--- src/sv/lkvc_pkg.sv ---
// Shared types and constants of the LRU key to handle cache.
package lkvc_pkg;

  localparam int REQ_BITS = 2;
  localparam int CFG_BITS = 5;
  localparam logic [CFG_BITS-1:0] MAX_ENTRIES_RST = 5'd16;

  typedef enum logic [REQ_BITS-1:0] {
    REQ_GET   = 2'd0,
    REQ_PUT   = 2'd1,
    REQ_CLEAR = 2'd2
  } req_e;

  typedef enum logic [1:0] {
    CELL_HOLD,
    CELL_PROMOTE,
    CELL_INSERT,
    CELL_CLEAR
  } cell_op_e;

  typedef struct packed {
    cell_op_e op;
    logic     use_victim;
    logic     wr_key;
    logic     wr_handle;
  } cell_cmd_t;

endpackage

--- src/sv/lkvc_req_if.sv ---
// Request channel of the LRU key to handle cache.
interface lkvc_req_if #(
  parameter int KEY_BITS    = 48,
  parameter int HANDLE_BITS = 32
);
  logic                          valid;
  logic                          ready;
  logic [lkvc_pkg::REQ_BITS-1:0] req_type;
  logic [KEY_BITS-1:0]           lookup_key;
  logic [HANDLE_BITS-1:0]        data_handle;

  modport source (output valid, req_type, lookup_key, data_handle, input ready);
  modport sink (input valid, req_type, lookup_key, data_handle, output ready);
endinterface

--- src/sv/lkvc_rsp_if.sv ---
// Response channel of the LRU key to handle cache.
interface lkvc_rsp_if #(
  parameter int KEY_BITS    = 48,
  parameter int HANDLE_BITS = 32,
  parameter int COUNT_BITS  = 32,
  parameter int OCC_BITS    = 5
);
  logic                   valid;
  logic                   ready;
  logic                   hit;
  logic [HANDLE_BITS-1:0] found_handle;
  logic                   evicted;
  logic [KEY_BITS-1:0]    evicted_key;
  logic [OCC_BITS-1:0]    occupancy;
  logic [COUNT_BITS-1:0]  hit_total;
  logic [COUNT_BITS-1:0]  miss_total;

  modport source (output valid, hit, found_handle, evicted, evicted_key, occupancy,
                  hit_total, miss_total, input ready);
  modport sink (input valid, hit, found_handle, evicted, evicted_key, occupancy,
                hit_total, miss_total, output ready);
endinterface

--- src/sv/lkvc_cell.sv ---
// One cache slot: key, handle and recency rank, with its link in the search chain.
module lkvc_cell #(
  parameter int ENTRIES     = 16,
  parameter int KEY_BITS    = 48,
  parameter int HANDLE_BITS = 32,
  parameter int IDX         = 0
) (
  input  logic                               clk_i,
  input  logic                               rst_ni,
  input  logic                               capture_i,
  input  logic [KEY_BITS-1:0]                req_key_i,
  input  logic [$clog2(ENTRIES+1)-1:0]       live_count_i,
  input  lkvc_pkg::cell_cmd_t                cmd_i,
  input  logic [$clog2(ENTRIES)-1:0]         sel_rank_i,
  input  logic [KEY_BITS-1:0]                wr_key_i,
  input  logic [HANDLE_BITS-1:0]             wr_handle_i,
  input  logic                               match_i,
  input  logic                               victim_i,
  input  logic [HANDLE_BITS-1:0]             handle_i,
  input  logic [KEY_BITS-1:0]                key_i,
  input  logic [$clog2(ENTRIES)-1:0]         mrank_i,
  input  logic [$clog2(ENTRIES)-1:0]         vrank_i,
  output logic                               match_o,
  output logic                               victim_o,
  output logic [HANDLE_BITS-1:0]             handle_o,
  output logic [KEY_BITS-1:0]                key_o,
  output logic [$clog2(ENTRIES)-1:0]         mrank_o,
  output logic [$clog2(ENTRIES)-1:0]         vrank_o
);
  import lkvc_pkg::*;

  localparam int RankBits = $clog2(ENTRIES);
  localparam int OccBits  = $clog2(ENTRIES + 1);
  localparam logic [OccBits-1:0] MyIdx = OccBits'(IDX);

  logic [KEY_BITS-1:0]    key_q;
  logic [HANDLE_BITS-1:0] handle_q;
  logic [RankBits-1:0]    rank_q;
  logic                   match_q;
  logic                   victim_q;
  logic                   live;
  logic                   target;

  assign live   = MyIdx < live_count_i;
  assign target = cmd_i.use_victim ? victim_q : match_q;

  always_ff @(posedge clk_i or negedge rst_ni) begin
    if (!rst_ni) begin
      rank_q   <= '0;
      match_q  <= 1'b0;
      victim_q <= 1'b0;
    end else begin
      if (capture_i) begin
        match_q  <= live && (key_q == req_key_i);
        victim_q <= live && (rank_q == RankBits'(live_count_i - OccBits'(1)));
      end
      case (cmd_i.op)
        CELL_PROMOTE: begin
          if (target) begin
            rank_q <= '0;
          end else if (live && (rank_q < sel_rank_i)) begin
            rank_q <= rank_q + RankBits'(1);
          end
        end
        CELL_INSERT: begin
          if (MyIdx == live_count_i) begin
            rank_q <= '0;
          end else if (live) begin
            rank_q <= rank_q + RankBits'(1);
          end
        end
        CELL_CLEAR: rank_q <= '0;
        default: ;
      endcase
    end
  end

  always_ff @(posedge clk_i) begin
    if (cmd_i.op == CELL_PROMOTE && target) begin
      if (cmd_i.wr_key) begin
        key_q <= wr_key_i;
      end
      if (cmd_i.wr_handle) begin
        handle_q <= wr_handle_i;
      end
    end else if (cmd_i.op == CELL_INSERT && MyIdx == live_count_i) begin
      key_q    <= wr_key_i;
      handle_q <= wr_handle_i;
    end
  end

  assign match_o  = match_i | match_q;
  assign victim_o = victim_i | victim_q;
  assign handle_o = handle_i | (match_q ? handle_q : '0);
  assign key_o    = key_i | (victim_q ? key_q : '0);
  assign mrank_o  = mrank_i | (match_q ? rank_q : '0);
  assign vrank_o  = vrank_i | (victim_q ? rank_q : '0);

endmodule

--- src/sv/lru_key_value_cache_unit.sv ---
// Top level of the fully associative LRU key to handle cache.
// In the accept cycle every slot compares its key with the request key and checks whether
// it holds the oldest entry; in the execute state the slot results ripple along the row of
// cells, the request is resolved, all slots update their recency ranks together and the
// response is registered. A new request is taken only in the idle state, once the response
// register is free or being read, so none is taken while one is in progress. The max_entries
// register (reset 16) should only be written while no request is in progress, followed by a
// clear request.
module lru_key_value_cache_unit #(
  parameter int ENTRIES     = 16,
  parameter int KEY_BITS    = 48,
  parameter int HANDLE_BITS = 32,
  parameter int COUNT_BITS  = 32
) (
  input  logic                          clk_i,
  input  logic                          rst_ni,
  input  logic                          cfg_we_i,
  input  logic [lkvc_pkg::CFG_BITS-1:0] cfg_wdata_i,
  lkvc_req_if.sink                      req,
  lkvc_rsp_if.source                    rsp
);
  import lkvc_pkg::*;

  localparam int RankBits = $clog2(ENTRIES);
  localparam int OccBits  = $clog2(ENTRIES + 1);
  localparam int CapBits  = (OccBits > CFG_BITS) ? OccBits : CFG_BITS;

  typedef enum logic {
    ST_IDLE,
    ST_EXEC
  } state_e;

  state_e                 state_q;
  logic [REQ_BITS-1:0]    req_type_q;
  logic [KEY_BITS-1:0]    key_q;
  logic [HANDLE_BITS-1:0] handle_q;
  logic [OccBits-1:0]     live_q, live_d;
  logic [COUNT_BITS-1:0]  hit_cnt_q, hit_cnt_d;
  logic [COUNT_BITS-1:0]  miss_cnt_q, miss_cnt_d;
  logic [CFG_BITS-1:0]    max_entries_q;

  logic                   rsp_valid_q;
  logic                   rsp_hit_q, res_hit;
  logic [HANDLE_BITS-1:0] rsp_found_q, res_found;
  logic                   rsp_ev_q, res_ev;
  logic [KEY_BITS-1:0]    rsp_evkey_q, res_evkey;

  logic                   accept;
  logic                   exec;
  cell_cmd_t              cmd;
  logic [RankBits-1:0]    sel_rank;
  logic [CapBits-1:0]     cap_raw, cap;
  logic                   full;

  logic [ENTRIES:0]       mchain;
  logic [ENTRIES:0]       vchain;
  logic [HANDLE_BITS-1:0] hchain [ENTRIES+1];
  logic [KEY_BITS-1:0]    kchain [ENTRIES+1];
  logic [RankBits-1:0]    mrchain [ENTRIES+1];
  logic [RankBits-1:0]    vrchain [ENTRIES+1];

  assign req.ready = (state_q == ST_IDLE) && (!rsp_valid_q || rsp.ready);
  assign accept    = req.valid && req.ready;
  assign exec      = (state_q == ST_EXEC);

  assign mchain[0]  = 1'b0;
  assign vchain[0]  = 1'b0;
  assign hchain[0]  = '0;
  assign kchain[0]  = '0;
  assign mrchain[0] = '0;
  assign vrchain[0] = '0;

  for (genvar g = 0; g < ENTRIES; g++) begin : g_cell
    lkvc_cell #(
      .ENTRIES    (ENTRIES),
      .KEY_BITS   (KEY_BITS),
      .HANDLE_BITS(HANDLE_BITS),
      .IDX        (g)
    ) u_cell (
      .clk_i       (clk_i),
      .rst_ni      (rst_ni),
      .capture_i   (accept),
      .req_key_i   (req.lookup_key),
      .live_count_i(live_q),
      .cmd_i       (cmd),
      .sel_rank_i  (sel_rank),
      .wr_key_i    (key_q),
      .wr_handle_i (handle_q),
      .match_i     (mchain[g]),
      .victim_i    (vchain[g]),
      .handle_i    (hchain[g]),
      .key_i       (kchain[g]),
      .mrank_i     (mrchain[g]),
      .vrank_i     (vrchain[g]),
      .match_o     (mchain[g+1]),
      .victim_o    (vchain[g+1]),
      .handle_o    (hchain[g+1]),
      .key_o       (kchain[g+1]),
      .mrank_o     (mrchain[g+1]),
      .vrank_o     (vrchain[g+1])
    );
  end

  assign cap_raw = CapBits'(max_entries_q);
  assign cap     = (cap_raw == '0) ? CapBits'(1) :
                   ((cap_raw > CapBits'(ENTRIES)) ? CapBits'(ENTRIES) : cap_raw);
  assign full    = CapBits'(live_q) >= cap;

  assign sel_rank = cmd.use_victim ? vrchain[ENTRIES] : mrchain[ENTRIES];

  always_comb begin
    cmd        = '{op: CELL_HOLD, use_victim: 1'b0, wr_key: 1'b0, wr_handle: 1'b0};
    res_hit    = 1'b0;
    res_found  = '0;
    res_ev     = 1'b0;
    res_evkey  = '0;
    live_d     = live_q;
    hit_cnt_d  = hit_cnt_q;
    miss_cnt_d = miss_cnt_q;
    if (exec) begin
      unique case (req_type_q)
        REQ_GET: begin
          if (mchain[ENTRIES]) begin
            res_hit   = 1'b1;
            res_found = hchain[ENTRIES];
            cmd.op    = CELL_PROMOTE;
            if (hit_cnt_q != '1) begin
              hit_cnt_d = hit_cnt_q + COUNT_BITS'(1);
            end
          end else if (miss_cnt_q != '1) begin
            miss_cnt_d = miss_cnt_q + COUNT_BITS'(1);
          end
        end
        REQ_PUT: begin
          if (handle_q != '0) begin
            if (mchain[ENTRIES]) begin
              res_hit       = 1'b1;
              cmd.op        = CELL_PROMOTE;
              cmd.wr_handle = 1'b1;
            end else if (full) begin
              res_ev         = 1'b1;
              res_evkey      = kchain[ENTRIES];
              cmd.op         = CELL_PROMOTE;
              cmd.use_victim = 1'b1;
              cmd.wr_key     = 1'b1;
              cmd.wr_handle  = 1'b1;
            end else if (live_q < OccBits'(ENTRIES)) begin
              cmd.op = CELL_INSERT;
              live_d = live_q + OccBits'(1);
            end
          end
        end
        REQ_CLEAR: begin
          cmd.op     = CELL_CLEAR;
          live_d     = '0;
          hit_cnt_d  = '0;
          miss_cnt_d = '0;
        end
        default: ;
      endcase
    end
  end

  always_ff @(posedge clk_i or negedge rst_ni) begin
    if (!rst_ni) begin
      state_q       <= ST_IDLE;
      live_q        <= '0;
      hit_cnt_q     <= '0;
      miss_cnt_q    <= '0;
      max_entries_q <= MAX_ENTRIES_RST;
      rsp_valid_q   <= 1'b0;
      rsp_hit_q     <= 1'b0;
      rsp_found_q   <= '0;
      rsp_ev_q      <= 1'b0;
      rsp_evkey_q   <= '0;
    end else begin
      if (cfg_we_i) begin
        max_entries_q <= cfg_wdata_i;
      end
      unique case (state_q)
        ST_IDLE: begin
          if (rsp.ready) begin
            rsp_valid_q <= 1'b0;
          end
          if (accept) begin
            state_q <= ST_EXEC;
          end
        end
        ST_EXEC: begin
          state_q     <= ST_IDLE;
          live_q      <= live_d;
          hit_cnt_q   <= hit_cnt_d;
          miss_cnt_q  <= miss_cnt_d;
          rsp_valid_q <= 1'b1;
          rsp_hit_q   <= res_hit;
          rsp_found_q <= res_found;
          rsp_ev_q    <= res_ev;
          rsp_evkey_q <= res_evkey;
        end
        default: state_q <= ST_IDLE;
      endcase
    end
  end

  always_ff @(posedge clk_i) begin
    if (accept) begin
      req_type_q <= req.req_type;
      key_q      <= req.lookup_key;
      handle_q   <= req.data_handle;
    end
  end

  assign rsp.valid        = rsp_valid_q;
  assign rsp.hit          = rsp_hit_q;
  assign rsp.found_handle = rsp_found_q;
  assign rsp.evicted      = rsp_ev_q;
  assign rsp.evicted_key  = rsp_evkey_q;
  assign rsp.occupancy    = live_q;
  assign rsp.hit_total    = hit_cnt_q;
  assign rsp.miss_total   = miss_cnt_q;

endmodule

--- src/flat_wrapper.sv ---
// flat-port wrapper written by rule: the top's interface ports become plain ports
module lru_key_value_cache_unit_flat import lkvc_pkg::*;
#(
  parameter int ENTRIES     = 16,
  parameter int KEY_BITS    = 48,
  parameter int HANDLE_BITS = 32,
  parameter int COUNT_BITS  = 32
)
  (clk_i, rst_ni, cfg_we_i, cfg_wdata_i, req_valid, req_req_type, req_lookup_key, req_data_handle, req_ready, rsp_valid, rsp_hit, rsp_found_handle, rsp_evicted, rsp_evicted_key, rsp_occupancy, rsp_hit_total, rsp_miss_total, rsp_ready);
  lkvc_req_if #(.KEY_BITS(KEY_BITS), .HANDLE_BITS(HANDLE_BITS)) req_i ();
  lkvc_rsp_if #(.KEY_BITS(KEY_BITS), .HANDLE_BITS(HANDLE_BITS), .COUNT_BITS(COUNT_BITS), .OCC_BITS(5)) rsp_i ();
  input  logic clk_i;
  input  logic rst_ni;
  input  logic cfg_we_i;
  input  logic [lkvc_pkg::CFG_BITS-1:0] cfg_wdata_i;
  input wire logic [$bits(req_i.valid)-1:0] req_valid;
  input wire logic [$bits(req_i.req_type)-1:0] req_req_type;
  input wire logic [$bits(req_i.lookup_key)-1:0] req_lookup_key;
  input wire logic [$bits(req_i.data_handle)-1:0] req_data_handle;
  output wire logic [$bits(req_i.ready)-1:0] req_ready;
  output wire logic [$bits(rsp_i.valid)-1:0] rsp_valid;
  output wire logic [$bits(rsp_i.hit)-1:0] rsp_hit;
  output wire logic [$bits(rsp_i.found_handle)-1:0] rsp_found_handle;
  output wire logic [$bits(rsp_i.evicted)-1:0] rsp_evicted;
  output wire logic [$bits(rsp_i.evicted_key)-1:0] rsp_evicted_key;
  output wire logic [$bits(rsp_i.occupancy)-1:0] rsp_occupancy;
  output wire logic [$bits(rsp_i.hit_total)-1:0] rsp_hit_total;
  output wire logic [$bits(rsp_i.miss_total)-1:0] rsp_miss_total;
  input wire logic [$bits(rsp_i.ready)-1:0] rsp_ready;
  assign req_i.valid = req_valid;
  assign req_i.req_type = req_req_type;
  assign req_i.lookup_key = req_lookup_key;
  assign req_i.data_handle = req_data_handle;
  assign req_ready = req_i.ready;
  assign rsp_valid = rsp_i.valid;
  assign rsp_hit = rsp_i.hit;
  assign rsp_found_handle = rsp_i.found_handle;
  assign rsp_evicted = rsp_i.evicted;
  assign rsp_evicted_key = rsp_i.evicted_key;
  assign rsp_occupancy = rsp_i.occupancy;
  assign rsp_hit_total = rsp_i.hit_total;
  assign rsp_miss_total = rsp_i.miss_total;
  assign rsp_i.ready = rsp_ready;
  lru_key_value_cache_unit #(.ENTRIES(ENTRIES), .KEY_BITS(KEY_BITS), .HANDLE_BITS(HANDLE_BITS), .COUNT_BITS(COUNT_BITS)) u_core (.clk_i(clk_i), .rst_ni(rst_ni), .cfg_we_i(cfg_we_i), .cfg_wdata_i(cfg_wdata_i), .req(req_i), .rsp(rsp_i));
endmodule
--- config.mk ---
export PLATFORM = sky130hd
export DESIGN_NAME = lru_key_value_cache_unit_flat
export DESIGN_NICKNAME = d
export VERILOG_FILES = /design/src/sv/lkvc_pkg.sv /design/src/sv/lkvc_req_if.sv /design/src/sv/lkvc_rsp_if.sv /design/src/sv/lkvc_cell.sv /design/src/sv/lru_key_value_cache_unit.sv /design/src/flat_wrapper.sv
export SDC_FILE = /design/constraint.sdc
export NUM_CORES = 2
export LEC_CHECK = 0
export BUFFER_PORTS_ARGS = -buffer_cell sky130_fd_sc_hd__buf_2
export CAP_MARGIN = 20
export CORE_AREA = 4 4 503 505
export CTS_CLUSTER_SIZE = 40
export DETAILED_ROUTE_END_ITERATION = 10
export DIE_AREA = 0 0 507 509
export MAX_ROUTING_LAYER = met4
export PLACE_DENSITY = 0.4
export SYNTH_ARGS = -nofsm -noshare
export SYNTH_HDL_FRONTEND = slang
export SYNTH_SLANG_ARGS = --single-unit
--- constraint.sdc ---
create_clock -name clk_i -period 13.22 [get_ports clk_i]
set_clock_uncertainty 0.2 [all_clocks]
set_input_delay 2.644 -clock clk_i [delete_from_list [all_inputs] [get_ports clk_i]]
set_output_delay 2.644 -clock clk_i [all_outputs]
set_load 0.01 [all_outputs]
Yosys cells after proc, flatten, opt, wreduce, memory -nomap -nowiden
Cells that the tools add are included.
Storage, ports and cells
  register bits after elaboration: 1616
  bits of input ports: 92
  output and inout port bits: 153
  logic and storage cells: 777
Operators by class
  add/subtract/negate cells: 20
  magnitude comparators: 35
  equal/unequal tests: 127
  mux-type cells: 268
  bitwise logic cells: 76
  reductions and logical operators: 158
Operator list (number)
  2-to-1 mux 48 bit: 53
  2-to-1 mux 32 bit: 55
  equality test 48 bit: 16
  OR 48 bit: 15
  OR 32 bit: 15
  2-to-1 mux 4 bit: 97
  case mux 4 bit (3 select lines): 16
  case mux 32 bit (2 select lines): 2
  OR 4 bit: 30
  inequality test 3 bit (second input constant): 32
  logical AND 1 bit: 82
  inequality test 2 x 1 -> 1 bit (second input constant): 36
  adder 32 x 1 -> 32 bit (second input constant): 2
  adder 4 x 1 -> 4 bit (second input constant): 16
  equality test 4 bit: 16
  < comparator 4 bit: 16
  inequality test 32 bit (second input constant): 2
  AND reduction 2 bit: 32
  AND reduction 3 bit: 16
  equality test 4 x 5 -> 1 bit (first input constant): 8
  < comparator 4 x 5 -> 1 bit (first input constant): 8
  2-to-1 mux 5 bit: 8
  nonzero test 2 bit: 18
  nonzero test 32 bit: 1
  other kinds (29): 92

Longest topological paths before layout
  depth in word-level cells: 25
  gate-level depth with buffers: 20
  gate-level depth less buffers: 18

Cells and area by module
Synthesis repeated with hierarchy kept, for this count alone.
Unflattened totals
  cells, all modules: 5841
  area total of the unflattened synthesis: 77854.7 sq um
Modules (own cells, without submodules)
  lru_key_value_cache_unit: instances 1, cells an instance 796, area an instance 9944.5 sq um, seq. area each 6417.4 sq um
  lkvc_cell at u_core.g_cell[10].u_cell: instances 1, cells an instance 327, area an instance 4315.4 sq um, seq. area each 2552.4 sq um
  lkvc_cell at u_core.g_cell[6].u_cell: instances 1, cells an instance 325, area an instance 4305.4 sq um, seq. area each 2552.4 sq um
  lkvc_cell at u_core.g_cell[1].u_cell: instances 1, cells an instance 335, area an instance 4301.6 sq um, seq. area each 2552.4 sq um
  lkvc_cell at u_core.g_cell[4].u_cell: instances 1, cells an instance 322, area an instance 4282.9 sq um, seq. area each 2552.4 sq um
  lkvc_cell at u_core.g_cell[12].u_cell: instances 1, cells an instance 313, area an instance 4244.1 sq um, seq. area each 2552.4 sq um
  lkvc_cell at u_core.g_cell[2].u_cell: instances 1, cells an instance 312, area an instance 4239.1 sq um, seq. area each 2552.4 sq um
  lkvc_cell at u_core.g_cell[0].u_cell: instances 1, cells an instance 312, area an instance 4235.3 sq um, seq. area each 2552.4 sq um
  lkvc_cell at u_core.g_cell[9].u_cell: instances 1, cells an instance 310, area an instance 4235.3 sq um, seq. area each 2552.4 sq um
  lkvc_cell at u_core.g_cell[14].u_cell: instances 1, cells an instance 309, area an instance 4230.3 sq um, seq. area each 2552.4 sq um
  lkvc_cell at u_core.g_cell[11].u_cell: instances 1, cells an instance 308, area an instance 4226.6 sq um, seq. area each 2552.4 sq um
  lkvc_cell at u_core.g_cell[8].u_cell: instances 1, cells an instance 316, area an instance 4220.3 sq um, seq. area each 2552.4 sq um
  lkvc_cell at u_core.g_cell[15].u_cell: instances 1, cells an instance 308, area an instance 4216.5 sq um, seq. area each 2552.4 sq um
  lkvc_cell at u_core.g_cell[7].u_cell: instances 1, cells an instance 312, area an instance 4216.5 sq um, seq. area each 2552.4 sq um
  +3 rows

Least setup slack after synthesis
OpenSTA, ideal clock, no wires.
  path kind: register to register
  start point: reg u_core.live_q[0] (netlist: u_core.rsp.occupancy[0])
  end point: reg u_core.g_cell[9].u_cell.key_q[0], enable pin
  setup time: 0.520 ns
  arrival: 5.665 ns
  required time: 12.500 ns
  path slack: 6.835 ns
  stages on the path, launching flop included: 11
  buffers on the path: 3
  period minus slack after synthesis: 6.385 ns
  path through: dfrtp_1 clkbuf_1 inv_1 ha_1 nand2b_1 a31oi_1 o211ai_1 or2_2 clkbuf_1 clkbuf_1 o21ai_0
Between the ends
  longest elaborated chain between the ends: 11
  elaborated cells between the ends (all ways): 20
  those cells by class: order compare (2); eq/ne (4); mux (10); reduce/logical (4)
RTL lines
  start, declared: RTL line lru_key_value_cache_unit.sv:37  | logic [OccBits-1:0] live_q, live_d;
  start signal, assigned: RTL line lru_key_value_cache_unit.sv:191  | live_q <= live_d;
  < comparator 5 bit: RTL line lru_key_value_cache_unit.sv:147  | end else if (live_q < OccBits'(ENTRIES)) begin
  2-to-1 mux 2 bit: RTL line lru_key_value_cache_unit.sv:147
  2-to-1 mux 2 bit: RTL line lru_key_value_cache_unit.sv:140  | end else if (full) begin
  2-to-1 mux 2 bit: RTL line lru_key_value_cache_unit.sv:136  | if (mchain[ENTRIES]) begin
  2-to-1 mux 5 bit: RTL line lru_key_value_cache_unit.sv:135  | if (handle_q != '0) begin
  case mux 2 bit (3 select lines): RTL line lru_key_value_cache_unit.sv:121  | unique case (req_type_q)
  2-to-1 mux 5 bit: RTL line lru_key_value_cache_unit.sv:120  | if (exec) begin
  equality test 2 x 1 -> 1 bit or equality test 2 bit (tied branches): RTL line lkvc_cell.sv:79, lkvc_cell.sv:86
  logical AND 1 bit, on equally long branches: RTL line lkvc_cell.sv:79, lkvc_cell.sv:86
  inequality test 2 x 1 -> 1 bit (no line) or nonzero test 2 bit (tied branches)
  AND reduction 2 bit (no line) (*)
  end signal, assigned: RTL line lkvc_cell.sv:81  | key_q <= wr_key_i;
  end signal, assigned: RTL line lkvc_cell.sv:87  | key_q <= wr_key_i;
  end, declared: RTL line lkvc_cell.sv:36  | logic [KEY_BITS-1:0] key_q;
Every way passes the cells marked *; elsewhere a longest branch is shown, timed or not.
A chain may end at the register's enable or synchronous reset.

Worst setup path after layout
  start point: in rsp_ready
  end point: out req_ready
Between the ends
  longest elaborated chain between the ends: 2
RTL lines
  start, declared: RTL line flat_wrapper.sv:29  | input wire logic [$bits(rsp_i.ready)-1:0] rsp_ready;
  logical OR 1 bit: RTL line lru_key_value_cache_unit.sv:62  | assign req.ready = (state_q == ST_IDLE) && (!rsp_valid_q || rsp.ready);
  logical AND 1 bit: RTL line lru_key_value_cache_unit.sv:62
  end, declared: RTL line flat_wrapper.sv:20  | output wire logic [$bits(req_i.ready)-1:0] req_ready;
Every way passes these cells.

==> impl_results.md <==
- Outcome: finished clean
- Cts bufs inserted: approximately 190
- Clock-pin slew on the worst setup and hold paths: 0.06 ns
- Post-synth top cells: 1362 x edfxtp_1, 559 x xnor2_1, 421 x a22oi_1
- Area contributors post-synth: edfxtp_1 57%, dfrtp_1 8.8%, xnor2_1 6.8%
- Relative slew slack: 20.1%
- Routed Antenna Nets: 0
- CORE AREA: 248000 sq um
- DR WL/cell: roughly 40 um
- Setup repair bufs after CTS: 0
- Max rail drop VDD: 126 uV
- DP Worst Slack: 7.14 ns
- Slack of the critical path: 7.15 ns
- R2R cell count: 14
- Worst R2R Start: u_core.g_cell[12].u_cell.match_q
- Async S/R FF share, synth: 15.7%
- Final instance area: between 80000 and 90000 sq um
- Final WL: ~360000 um
- Hold-fix buffers at CTS: 0
- Worst-Margin Slew: 1.19 ns
- Startpoint Class: input pin
- Initial antenna violation count: 28
- Yosys warnings: 0
- Final Non-Filler Cells: slightly below 9000
- Setup-failing EPs final: 0
- Cell count after synthesis: about 5200
- Clock buffer depth: 3
- Hpwl dp: 242000 um
- Fmax: 165 MHz
- Min-delay src: u_core.rsp.evicted_key[10]
- Largest net degree at the start of global routing: 73
- Die area: approximately 260000 sq um
- Die Y: 509 um
- Netlist Area Pre-Place: ~70000 sq um
- First-pass GRT wire length: 475000 um
- Via count: roughly 51000
- Post-synth top area share: 57.0%
- Tcrit/Tclk final: 45.9%
- P&R area growth vs syn: 16.7%
- Critical path class: in -> out
- Residual DRC: 0
- Crit end category: primary output
- Fin crit period: 6.07 ns
- Multi-input logic area: about 23000 sq um
- Drt pass-1 iters: 7
- Nets: 5564
- Final hold vios: 0
- Share of cells above drive strength 1: 14.2%
- Gpl congestion: 1.11
- Setup_tns: 0 ns
- Filler Cells Inserted: ~24000
- Crit path from: rsp_ready
- DR iter-0 viols: 7026
- Worst-skew pair later-pin latency: 0.89 ns
- Number of H-tree levels: 4
- Pleak: 27.6 nW
- Number of synthesized register bits: 1616
- Syn Area/Cell: 13.7 sq um
- Flop2flop setup slack: around 7.5 ns
- Yosys cell types: 89
- Hold Path Sink: u_core.rsp.evicted_key[10]
- Final Max Slew Viols: 0
- Die Width: 507 um
- R2R Path End: u_core.g_cell[0].u_cell.rank_q[1]
- Clk sinks: 1616
- Hold Crit Depth: 2
- Max Used Layer: met4
- GRT Resource Usage Total: 28.0%
- Worst hold path type: reg -> reg
- CTS tree: built
- CTS resizes: 0
- # IOs: 245
- Critical path peak fanout: 3
- Vias in the first global route: 48900
- MaxCap Viol Count: 0
- Pwr dens: between 150 and 200 nW/um^2
- WP data arrival: 3.22 ns
- WL met1: 146000 um
- Critical Path RT: 10.38 ns
- Total gr overflow: 0
- Post-synthesis net count: 5352
- Buffers added on ports: 244
- Largest area contributor in the netlist: edfxtp_1
- Row count: 183
- Metal2 WL: 164000 um
- Unrepaired setup endpoints after global routing: false
- Starting density of the core: 28.9%
- Top FF cell, synth: edfxtp_1
- Post-synth EDFFs: 1362
- Via/cell ratio: ~5.7
- Met3 WL: between 20000 and 30000 um
- Placement-stage cell area: 77200 sq um
- Most numerous cell in the Yosys netlist: edfxtp_1
- CTS root buf: clkbuf_16
- Register area share after synthesis: 65.9%
- # placed instances: 8564
- Register area: 47300 sq um
final cells by class:
type,instances,share of cell area (%)
clock buffers,258,6.25
multi-input cells,3095,27.4
flip-flops and latches,1616,56.5
diodes,17,0.0508
well taps,3330,4.98
inverters,143,0.647
repair buffers,382,2.72
clock inverters,100,1.44
how the worst max path moves through the flow:
stage | endpoint | depth (start not counted)
6_report | req_ready | 4
3_5_place_dp | req_ready | 4
5_1_grt | req_ready | 4
4_1_cts | req_ready | 4
3_3_place_gp | req_ready | 4
2_1_floorplan | u_core.g_cell[9].u_cell.key_q[0] | 10
cells in the final DEF, fill, tap and decap left out, types with 66 or more instances in the layout:
cell type,synthesis,final
dfrtp_1,253,220
a22o_1,146,146
a22oi_1,421,421
nand2_1,133,128
a21oi_1,66,66
nor4_1,122,119
buf_2,19,244
buf_4,4,135
edfxtp_1,1362,1362
inv_1,143,142
o21ai_0,121,104
nor2_1,164,164
a221oi_1,144,144
xor2_1,329,328
clkbuf_16,0,191
nand3_1,170,170
nand4_1,216,216
xnor2_1,559,556
sequential cells by signal (all words and copies together) (netlist names), 2 cells and up:
name and flops:
u_core.req_type_q 2, u_core.g_cell.u_cell.victim_q 16, u_core.g_cell.u_cell.key_q 768, u_core.key_q 48
u_core.rsp.hit_total 32, u_core.rsp.occupancy 5, u_core.rsp.evicted_key 48, u_core.cap_raw 5
u_core.g_cell.u_cell.match_q 16, u_core.g_cell.u_cell.handle_q 512, u_core.handle_q 32, u_core.g_cell.u_cell.rank_q 64
u_core.rsp.found_handle 32, u_core.rsp.miss_total 32
per-layer routing:
metal | up-vias | global-route usage (%)
li1 | 20600 | -
met1 | 26800 | 35.3
met2 | 2940 | 43.0
met3 | 710 | 5.17
met4 | 0 | 14.5
met5 | - | -
per-stage QoR:
step | total power, W | util, % | hold WS [ns]
6_report | 0.0127 | 33.7 | 0.317
5_1_grt | 0.0131 | 33.7 | 0.340
4_1_cts | 0.0128 | 33.7 | 0.325
3_5_place_dp | 0.00737 | 31.1 | 0.313
3_3_place_gp | 0.00736 | 31.1 | 0.308
2_1_floorplan | 0.00664 | - | 0.281
worst max-delay path: stages:
cell and delay, ns:
buf_2 0.09, inv_1 0.04, a21oi_1 0.24, buf_2 0.20
cell families (layout without fill, tap and decap cells):
kind of cell	count (synthesis)	count (layout)	share of synthesized area (%)
muxes	19	19	0.295
AOI/OAI and AO/OA	1161	1161	12.1
DFF	1616	1616	65.9
adders and majority gates	51	51	0.865
buffers and inverters	506	883	2.74
other	0	17	0
xor gates and xnor gates	888	888	10.8
and+or+nand+nor	976	976	7.26
report_power, final:
part,internal [W],leakage [nW],switching (W),total (W)
Clock,0.00313,3.12,0.00231,0.00544
Sequential,0.00566,15.7,0.000242,0.00591
Combinational,0.000401,8.72,0.000996,0.00140
Total,0.00919,27.6,0.00355,0.0127
(Power assumes the default switching activity.)
